**src/rtl/assert_macros.svh**
```systemverilog
// ----------------------------------------------------------------------------
// Assertion macros
// Shared concurrent assertion helpers for the priority queue RTL.
// ----------------------------------------------------------------------------
`ifndef ASSERT_MACROS_SVH
`define ASSERT_MACROS_SVH

`ifndef SYNTHESIS

`define SPMQ_ASSERT(lbl, clk, rst_n, prop, msg) \
    lbl: assert property (@(posedge clk) disable iff (!rst_n) prop) else $error(msg);

`define SPMQ_NEVER(lbl, clk, rst_n, expr, msg) \
    lbl: assert property (@(posedge clk) disable iff (!rst_n) !(expr)) else $error(msg);

`else

`define SPMQ_ASSERT(lbl, clk, rst_n, prop, msg)

`define SPMQ_NEVER(lbl, clk, rst_n, expr, msg)

`endif

`endif

```
**src/rtl/spmq_pkg.sv**
```systemverilog
// ----------------------------------------------------------------------------
// spmq_pkg
// Command, status and register codes and shared types of the priority queue.
// ----------------------------------------------------------------------------
`default_nettype none

package spmq_pkg;

    localparam logic [1:0] CMD_ADD    = 2'd0;
    localparam logic [1:0] CMD_REMOVE = 2'd1;
    localparam logic [1:0] CMD_QUERY  = 2'd2;

    localparam logic [1:0] STS_OK       = 2'd0;
    localparam logic [1:0] STS_FULL     = 2'd1;
    localparam logic [1:0] STS_EMPTY    = 2'd2;
    localparam logic [1:0] STS_BAD_PRIO = 2'd3;

    localparam logic [0:0] REG_NUM_LEVELS   = 1'b0;
    localparam logic [3:0] NUM_LEVELS_RESET = 4'd8;

    typedef struct packed {
        logic push;
        logic pop;
    } lvl_op_t;

    typedef struct packed {
        logic top_found;
        logic push_full;
    } lvl_flags_t;

endpackage

`default_nettype wire

```
**src/rtl/spmq_ram.sv**
```systemverilog
// ----------------------------------------------------------------------------
// spmq_ram
// Generic single-write, single-read synchronous RAM with registered read.
// ----------------------------------------------------------------------------
`default_nettype none

module spmq_ram #(
    parameter int WIDTH = 16,
    parameter int DEPTH = 128
) (
    input  wire logic                     clk,
    input  wire logic                     we,
    input  wire logic [$clog2(DEPTH)-1:0] waddr,
    input  wire logic [WIDTH-1:0]         wdata,
    input  wire logic                     re,
    input  wire logic [$clog2(DEPTH)-1:0] raddr,
    output logic      [WIDTH-1:0]         rdata
);

    logic [WIDTH-1:0] mem_reg [DEPTH];
    logic [WIDTH-1:0] rdata_reg;

    always_ff @(posedge clk)
    begin
        if (we)
        begin
            mem_reg[waddr] <= wdata;
        end
        if (re)
        begin
            rdata_reg <= mem_reg[raddr];
        end
    end

    assign rdata = rdata_reg;

endmodule

`default_nettype wire

```
**src/rtl/spmq_level_ctrl.sv**
```systemverilog
// ----------------------------------------------------------------------------
// spmq_level_ctrl
// Per-level ring pointers and fill counts, top-level search and count sum.
// ----------------------------------------------------------------------------
`default_nettype none

`include "assert_macros.svh"

module spmq_level_ctrl
    import spmq_pkg::*;
#(
    parameter int MAX_LEVELS  = 8,
    parameter int LEVEL_DEPTH = 16,
    parameter int LVL_W       = 3,
    parameter int PTR_W       = 4,
    parameter int FILL_W      = 5,
    parameter int SUM_W       = 8
) (
    input  wire logic             clk,
    input  wire logic             rst_n,
    input  wire logic [3:0]       num_levels,
    input  wire lvl_op_t          op,
    input  wire logic [LVL_W-1:0] push_lvl,
    input  wire logic [LVL_W-1:0] query_lvl,
    output lvl_flags_t            flags,
    output logic      [LVL_W-1:0] top_lvl,
    output logic      [PTR_W-1:0] top_head,
    output logic      [PTR_W-1:0] push_tail,
    output logic      [FILL_W-1:0] query_fill,
    output logic      [SUM_W-1:0] active_sum
);

    logic [PTR_W-1:0]  head_reg [MAX_LEVELS];
    logic [PTR_W-1:0]  tail_reg [MAX_LEVELS];
    logic [FILL_W-1:0] fill_reg [MAX_LEVELS];
    logic [MAX_LEVELS-1:0] active;

    function automatic logic [PTR_W-1:0] ring_next(input logic [PTR_W-1:0] p);
        logic [PTR_W-1:0] r;
        r = (p == PTR_W'(LEVEL_DEPTH - 1)) ? '0 : p + PTR_W'(1);
        return r;
    endfunction

    always_comb
    begin
        for (int l = 0; l < MAX_LEVELS; l++)
        begin
            active[l] = int'(num_levels) > l;
        end
    end

    always_comb
    begin
        flags.top_found = 1'b0;
        flags.push_full = fill_reg[push_lvl] == FILL_W'(LEVEL_DEPTH);
        top_lvl         = '0;
        active_sum      = '0;
        for (int l = 0; l < MAX_LEVELS; l++)
        begin
            if (active[l] && (fill_reg[l] != '0))
            begin
                flags.top_found = 1'b1;
                top_lvl         = LVL_W'(l);
            end
            if (active[l])
            begin
                active_sum = active_sum + SUM_W'(fill_reg[l]);
            end
        end
    end

    assign top_head        = head_reg[top_lvl];
    assign push_tail       = tail_reg[push_lvl];
    assign query_fill      = fill_reg[query_lvl];

    always_ff @(posedge clk or negedge rst_n)
    begin
        if (!rst_n)
        begin
            for (int l = 0; l < MAX_LEVELS; l++)
            begin
                head_reg[l] <= '0;
                tail_reg[l] <= '0;
                fill_reg[l] <= '0;
            end
        end
        else
        begin
            for (int l = 0; l < MAX_LEVELS; l++)
            begin
                if (op.push && (push_lvl == LVL_W'(l)))
                begin
                    tail_reg[l] <= ring_next(tail_reg[l]);
                    fill_reg[l] <= fill_reg[l] + FILL_W'(1);
                end
                else if (op.pop && (top_lvl == LVL_W'(l)))
                begin
                    head_reg[l] <= ring_next(head_reg[l]);
                    fill_reg[l] <= fill_reg[l] - FILL_W'(1);
                end
            end
        end
    end

    `SPMQ_NEVER(a_push_full, clk, rst_n, op.push && flags.push_full, "push into a full level")
    `SPMQ_NEVER(a_pop_empty, clk, rst_n, op.pop && !flags.top_found, "pop with no level holding data")
    `SPMQ_NEVER(a_push_pop, clk, rst_n, op.push && op.pop, "push and pop in the same cycle")

endmodule

`default_nettype wire

```
**src/rtl/strict_priority_multi_queue.sv**
```systemverilog
// ----------------------------------------------------------------------------
// strict_priority_multi_queue
// Multi-level FIFO task queue that always serves the highest non-empty level.
// ----------------------------------------------------------------------------
// Commands arrive on the input channel (in_valid/in_stall) with command,
// task_id and priority_req. Each transaction yields exactly one result on the
// output channel (out_valid/out_stall) that describes the store after the
// command: front task and level, total and per-level counts, and a status.
// The number of active levels is set through the APB register at address 0.
// One command is processed at a time: accept, update of pointers and task
// memory write, front read from the task memory, and result capture, so a
// new command is not taken until the result of the last one is captured.
// The registered read of the task memory and the update that must precede
// the front lookup set this sequence.
// A result held by a stalled receiver stays in the output register; the next
// command is accepted meanwhile, but its result waits in the capture step.
// Reset empties every level, sets the level count to 8 and drops any pending
// result; task memory contents are not cleared and need no clearing pass.
// ----------------------------------------------------------------------------
`default_nettype none

`include "assert_macros.svh"

module strict_priority_multi_queue
    import spmq_pkg::*;
#(
    parameter int MAX_LEVELS  = 8,
    parameter int LEVEL_DEPTH = 16,
    parameter int ID_BITS     = 16
) (
    input  wire logic        clk,
    input  wire logic        rst_n,
    input  wire logic        psel,
    input  wire logic        penable,
    input  wire logic        pwrite,
    input  wire logic [2:0]  paddr,
    input  wire logic [31:0] pwdata,
    output logic      [31:0] prdata,
    output logic             pready,
    input  wire logic        in_valid,
    output logic             in_stall,
    input  wire logic [1:0]  command,
    input  wire logic [15:0] task_id,
    input  wire logic [3:0]  priority_req,
    output logic             out_valid,
    input  wire logic        out_stall,
    output logic             front_valid,
    output logic [15:0]      front_task_id,
    output logic [3:0]       front_priority,
    output logic [7:0]       total_count,
    output logic [4:0]       level_count,
    output logic [1:0]       status
);

    localparam int LVL_W  = (MAX_LEVELS > 1) ? $clog2(MAX_LEVELS) : 1;
    localparam int PTR_W  = $clog2(LEVEL_DEPTH);
    localparam int FILL_W = $clog2(LEVEL_DEPTH + 1);
    localparam int SUM_W  = $clog2(MAX_LEVELS * LEVEL_DEPTH + 1);
    localparam int DEPTH  = MAX_LEVELS * LEVEL_DEPTH;
    localparam int ADDR_W = $clog2(DEPTH);

    localparam logic [1:0] S_IDLE = 2'd0;
    localparam logic [1:0] S_EXEC = 2'd1;
    localparam logic [1:0] S_LOOK = 2'd2;
    localparam logic [1:0] S_CAPT = 2'd3;

    logic [1:0]  state_reg;
    logic [3:0]  num_levels_reg;
    logic [1:0]  cmd_reg;
    logic [15:0] tid_reg;
    logic [3:0]  pri_reg;
    logic [1:0]  sts_reg;
    logic        found_reg;
    logic [3:0]  fpri_reg;
    logic [7:0]  sum_reg;
    logic [4:0]  lcount_reg;

    logic        out_valid_reg;
    logic        front_valid_reg;
    logic [15:0] front_task_id_reg;
    logic [3:0]  front_priority_reg;
    logic [7:0]  total_count_reg;
    logic [4:0]  level_count_reg;
    logic [1:0]  status_reg;

    logic              cfg_write;
    logic              in_accept;
    logic              out_free;
    logic              pri_ok;
    logic [4:0]        pri_m1;
    logic [LVL_W-1:0]  pri_lvl;
    lvl_op_t           op;
    lvl_flags_t        flags;
    logic [LVL_W-1:0]  top_lvl;
    logic [PTR_W-1:0]  top_head;
    logic [PTR_W-1:0]  push_tail;
    logic [FILL_W-1:0] query_fill;
    logic [SUM_W-1:0]  active_sum;
    logic              ram_we;
    logic              ram_re;
    logic [ADDR_W-1:0] ram_waddr;
    logic [ADDR_W-1:0] ram_raddr;
    logic [ID_BITS-1:0] ram_rdata;

    function automatic logic [ADDR_W-1:0] slot_addr(input logic [LVL_W-1:0] lvl,
                                                    input logic [PTR_W-1:0] ptr);
        logic [ADDR_W-1:0] a;
        a = ADDR_W'(lvl) * ADDR_W'(LEVEL_DEPTH) + ADDR_W'(ptr);
        return a;
    endfunction

    assign pready    = 1'b1;
    assign cfg_write = psel && penable && pwrite && pready;
    assign prdata    = (paddr[2:2] == REG_NUM_LEVELS) ? {28'd0, num_levels_reg} : 32'd0;

    always_ff @(posedge clk or negedge rst_n)
    begin
        if (!rst_n)
        begin
            num_levels_reg <= NUM_LEVELS_RESET;
        end
        else if (cfg_write && (paddr[2:2] == REG_NUM_LEVELS))
        begin
            num_levels_reg <= pwdata[3:0];
        end
    end

    assign in_stall  = state_reg != S_IDLE;
    assign in_accept = in_valid && !in_stall;
    assign out_free  = !out_valid_reg || !out_stall;

    assign pri_ok  = (pri_reg != 4'd0) && (pri_reg <= num_levels_reg)
                     && (int'(pri_reg) <= MAX_LEVELS);
    assign pri_m1  = {1'b0, pri_reg} - 5'd1;
    assign pri_lvl = LVL_W'(pri_m1);

    always_comb
    begin
        op.push = 1'b0;
        op.pop  = 1'b0;
        if (state_reg == S_EXEC)
        begin
            if (cmd_reg == CMD_ADD)
            begin
                op.push = pri_ok && !flags.push_full;
            end
            else if (cmd_reg == CMD_REMOVE)
            begin
                op.pop = flags.top_found;
            end
        end
    end

    assign ram_we    = op.push;
    assign ram_waddr = slot_addr(pri_lvl, push_tail);
    assign ram_re    = (state_reg == S_LOOK) && flags.top_found;
    assign ram_raddr = slot_addr(top_lvl, top_head);

    spmq_level_ctrl #(
        .MAX_LEVELS  (MAX_LEVELS),
        .LEVEL_DEPTH (LEVEL_DEPTH),
        .LVL_W       (LVL_W),
        .PTR_W       (PTR_W),
        .FILL_W      (FILL_W),
        .SUM_W       (SUM_W)
    ) u_levels (
        .clk        (clk),
        .rst_n      (rst_n),
        .num_levels (num_levels_reg),
        .op         (op),
        .push_lvl   (pri_lvl),
        .query_lvl  (pri_lvl),
        .flags      (flags),
        .top_lvl    (top_lvl),
        .top_head   (top_head),
        .push_tail  (push_tail),
        .query_fill (query_fill),
        .active_sum (active_sum)
    );

    spmq_ram #(
        .WIDTH (ID_BITS),
        .DEPTH (DEPTH)
    ) u_task_ram (
        .clk   (clk),
        .we    (ram_we),
        .waddr (ram_waddr),
        .wdata (ID_BITS'(tid_reg)),
        .re    (ram_re),
        .raddr (ram_raddr),
        .rdata (ram_rdata)
    );

    always_ff @(posedge clk or negedge rst_n)
    begin
        if (!rst_n)
        begin
            state_reg <= S_IDLE;
        end
        else
        begin
            unique case (state_reg)
                S_IDLE:
                begin
                    if (in_accept)
                    begin
                        state_reg <= S_EXEC;
                    end
                end
                S_EXEC:
                begin
                    state_reg <= S_LOOK;
                end
                S_LOOK:
                begin
                    state_reg <= S_CAPT;
                end
                S_CAPT:
                begin
                    if (out_free)
                    begin
                        state_reg <= S_IDLE;
                    end
                end
                default:
                begin
                    state_reg <= S_IDLE;
                end
            endcase
        end
    end

    always_ff @(posedge clk)
    begin
        if (in_accept)
        begin
            cmd_reg <= command;
            tid_reg <= task_id;
            pri_reg <= priority_req;
        end
        if (state_reg == S_EXEC)
        begin
            priority if (cmd_reg == CMD_ADD && !pri_ok)
            begin
                sts_reg <= STS_BAD_PRIO;
            end
            else if (cmd_reg == CMD_ADD && flags.push_full)
            begin
                sts_reg <= STS_FULL;
            end
            else if (cmd_reg == CMD_REMOVE && !flags.top_found)
            begin
                sts_reg <= STS_EMPTY;
            end
            else
            begin
                sts_reg <= STS_OK;
            end
        end
        if (state_reg == S_LOOK)
        begin
            found_reg  <= flags.top_found;
            fpri_reg   <= flags.top_found ? 4'(top_lvl) + 4'd1 : 4'd0;
            sum_reg    <= 8'(active_sum);
            lcount_reg <= pri_ok ? 5'(query_fill) : 5'd0;
        end
    end

    always_ff @(posedge clk or negedge rst_n)
    begin
        if (!rst_n)
        begin
            out_valid_reg <= 1'b0;
        end
        else if ((state_reg == S_CAPT) && out_free)
        begin
            out_valid_reg <= 1'b1;
        end
        else if (!out_stall)
        begin
            out_valid_reg <= 1'b0;
        end
    end

    always_ff @(posedge clk)
    begin
        if ((state_reg == S_CAPT) && out_free)
        begin
            front_valid_reg    <= found_reg;
            front_task_id_reg  <= found_reg ? 16'(ram_rdata) : 16'd0;
            front_priority_reg <= fpri_reg;
            total_count_reg    <= sum_reg;
            level_count_reg    <= lcount_reg;
            status_reg         <= sts_reg;
        end
    end

    assign out_valid      = out_valid_reg;
    assign front_valid    = front_valid_reg;
    assign front_task_id  = front_task_id_reg;
    assign front_priority = front_priority_reg;
    assign total_count    = total_count_reg;
    assign level_count    = level_count_reg;
    assign status         = status_reg;

    `SPMQ_ASSERT(a_accept_exec, clk, rst_n, in_accept |=> (state_reg == S_EXEC), "accepted command did not start")
    `SPMQ_NEVER(a_we_state, clk, rst_n, ram_we && !((state_reg == S_EXEC) && (cmd_reg == CMD_ADD)), "task memory written outside an add")
    `SPMQ_NEVER(a_front_empty, clk, rst_n, out_valid && !front_valid && ((front_task_id != 16'd0) || (front_priority != 4'd0)), "empty result carries a front task")
    `SPMQ_NEVER(a_front_prio, clk, rst_n, out_valid && front_valid && (front_priority == 4'd0) && (MAX_LEVELS < 16), "front task without a level")

endmodule

`default_nettype wire

```
**config.mk**
```make
export PLATFORM = sky130hd
export DESIGN_NAME = strict_priority_multi_queue
export DESIGN_NICKNAME = d
export VERILOG_FILES = /design/src/rtl/spmq_pkg.sv /design/src/rtl/spmq_ram.sv /design/src/rtl/spmq_level_ctrl.sv /design/src/rtl/strict_priority_multi_queue.sv
export VERILOG_INCLUDE_DIRS = /design/src /design/src/rtl
export SDC_FILE = /design/constraint.sdc
export NUM_CORES = 2
export LEC_CHECK = 0
export BUFFER_PORTS_ARGS = -buffer_cell sky130_fd_sc_hd__buf_2
export CAP_MARGIN = 10
export CELL_PAD_IN_SITES_DETAIL_PLACEMENT = 0
export CELL_PAD_IN_SITES_GLOBAL_PLACEMENT = 2
export CORE_MARGIN = 3
export CORE_UTILIZATION = 49
export CTS_CLUSTER_SIZE = 30
export DETAILED_ROUTE_END_ITERATION = 8
export GPL_ROUTABILITY_DRIVEN = 1
export PLACE_DENSITY_LB_ADDON = 0.1
export SLEW_MARGIN = 15
export SYNTH_ARGS = -nofsm -noshare
export SYNTH_HDL_FRONTEND = slang
export SYNTH_SLANG_ARGS = --single-unit
```
**constraint.sdc**
```tcl
create_clock -name clk -period 20.6 [get_ports clk]
set_input_delay 4.12 -clock clk [delete_from_list [all_inputs] [get_ports clk]]
set_output_delay 4.12 -clock clk [all_outputs]
set_load 0.05 [all_outputs]
```
==> results.ini <==
[synth]
synth_common_cells = edfxtp_1, nand2_1, nand3_1
syn_area_sq_um = 93100
yosys_register_bits = 2253
synthCells = 6944
ys_warn_count = 0
ys.flop_type = edfxtp_1
synth_edf_count = 2142
ys_seq_area_share_pct = 72.1
synth.largest_area_cell = edfxtp_1
synth.most_common_cell = edfxtp_1
synth_area_leaders = edfxtp_1, nand2_1, nand3_1
async_flop_share_pct = 4.93
synthDistinctLibCells = 92
yosys.area.top_type_share_pct = 69.1
avgSynthCellArea_sq_um = 13.4

[global_route]
grt_max_degree = 132
grt_use_total_pct = 31.2
first_global_vias = 55500
antenna_found_initial = 18
grt_pass1_wl_um = 431000
grt_overflow = 0

[place]
portBuffers = 75
gp_congestion = 0.859
hpwl_um = 189000
post_dp_cell_area_sq_um = 97100

[floorplan]
rows = 159
coreArea_sq_um = 188000
dieHeight_um = 442
die_w_um = 442
die_area_sq_um = 195000
initial_utilization_pct = 49.4
ioPinCount = 135

[timing]
setup_viol = 0
fin_tns_setup_ns = 0
fmax_mhz = 114
rsz0062_at_grt = no
drv_slew = 0
tightest_slew_ns = 1.23
fin_skew_ns = 0.0291
hold_violations = 0
layout_min_cycle_time_ns = 8.74
max_slew_margin_pct = 17.2
fin_crit_sh_pct = 42.4

[cts]
path_clk_slew_ns = 0.06
cts_root_buf = clkbuf_16
cts_resized = 0
numCtsBuffers = 229
hold_buffers = 0
clockBufferDepth = 3
cts_max_level = 4
cts_num_sinks = 2253
clk_latency_ns = 0.88
cts_setup_buffers = 0
cts_tree = yes

[cells_and_area]
post-route-util_pct = 55.5
area.growth.synth_to_final_pct = 12.3
ff_latch_area_sq_um = 67100
multiInputGateArea_sq_um = 24000
layout.nets = 7357
drive_gt1_share_pct = 11.7
fin_area_sq_um = 104000
largest_register_ffs = 2048
fillers = 15400

[critical_path]
critPathRequiredTime_ns = 16.48
crit_top_cell = buf_2
path_max_fanout = 5
cp-end-kind = output port
cp_cell_sequence = buf_2 > nor2b_1 > buf_2
slowest_delay_ns = 0.27
start_kind = input port
crit_slowest_cell = buf_2
arrival_ns = 4.62
critical_path_class = in2out

[route]
viasPerCell = 6.09
wl_per_cell_um = 31.3
vias = 60200
wl_um = 310000
first_pass_iters = 6
dr.first_iter.drc_count = 7711
route.detailed.drc = 0
antenna_left = 0

[status]
status = complete, no violations

[worst_hold_path]
hold_class = reg2reg

[job]
drv_cap = 0

==> cells in the final DEF, fill, tap and decap left out, drive strengths merged, types with 30 or more instances in the layout <==
cell	count
ha	96
dfrtp	110
clkbuf	283
mux2i	220
xnor2	49
mux4	32
nor4	46
buf	367
clkinv	108
and3	48
edfxtp	2142
a311oi	31
a21oi	303
inv	62
a21o	45
nand3	729
xor2	32
nand4	72
a22oi	30
nor2	207
a31oi	93
nor3	54
o21ai	79
nand2	1760
mux2	46
==> metrics by stage <==
step | hold WS [ns] | worst slack [ns] | std cells
2_1_floorplan | 0.400 | 11.67 | 6971
3_3_place_gp | 0.407 | 11.88 | 9445
3_5_place_dp | 0.405 | 11.85 | 9445
4_1_cts | 0.425 | 11.85 | 9871
5_1_grt | 0.431 | 11.43 | 9877
6_report | 0.422 | 11.86 | 9884
==> final cells by class <==
cell class              count  area share (%)
clock inverters           144            1.26
well taps                2495            2.99
inverters                  55           0.210
clock buffers             282            5.73
multi-input cells        4276            23.0
diodes                     11          0.0263
repair buffers            368            2.60
flip-flops and latches   2253            64.2
==> routing by layer <==
layer / track usage (%) / up-vias / routed length, um
met5: 0 / - / 36
met4: 11.9 / 6 / 12900
met3: 6.68 / 529 / 29400
met2: 46.2 / 2839 / 137000
met1: 45.4 / 30700 / 131000
li1: - / 26200 / -
==> kinds of logic (layout without fill, tap and decap cells) <==
group	Yosys count	in the layout	share of synthesized area (%)
AND/OR/NAND/NOR	3002	3002	14.0
flip-flops	2253	2253	72.1
AO/OA/AOI/OAI	755	755	5.22
buffers and inverters	442	849	2.59
multiplexers	298	298	3.70
adder cells (fa/ha/maj)	111	111	1.60
XOR/XNOR	81	81	0.762
other	2	40	0.00807
==> critical path, delay by kind of cell <==
| kind | cells | cell delay [ns] |
|---|---|---|
| buffers and inverters | 2 | 0.39 |
| and+or+nand+nor | 1 | 0.11 |
==> final timing paths <==
| check | startpoint | end | cells after the start | slack, ns |
|---|---|---|---|---|
| worst max-delay path | paddr[2] | prdata[0] | 3 | 11.86 |
| worst min-delay path | fpri_reg[1] | front_priority[1] | 0 | 0.42 |
| worst max register to register | num_levels_reg[3] | u_task_ram.rdata[3] | 15 | 11.97 |
| worst min register to register | fpri_reg[1] | front_priority[1] | 0 | 0.42 |
| max in group asynchronous | rst_n | u_levels.head_reg[31] | 2 | 15.87 |
| min in group asynchronous | rst_n | u_levels.tail_reg[4] | 1 | 3.29 |
Power is left out: the tool's default activity adds up to more than one toggle a clock period on the data nets, which glitch-free logic cannot reach.
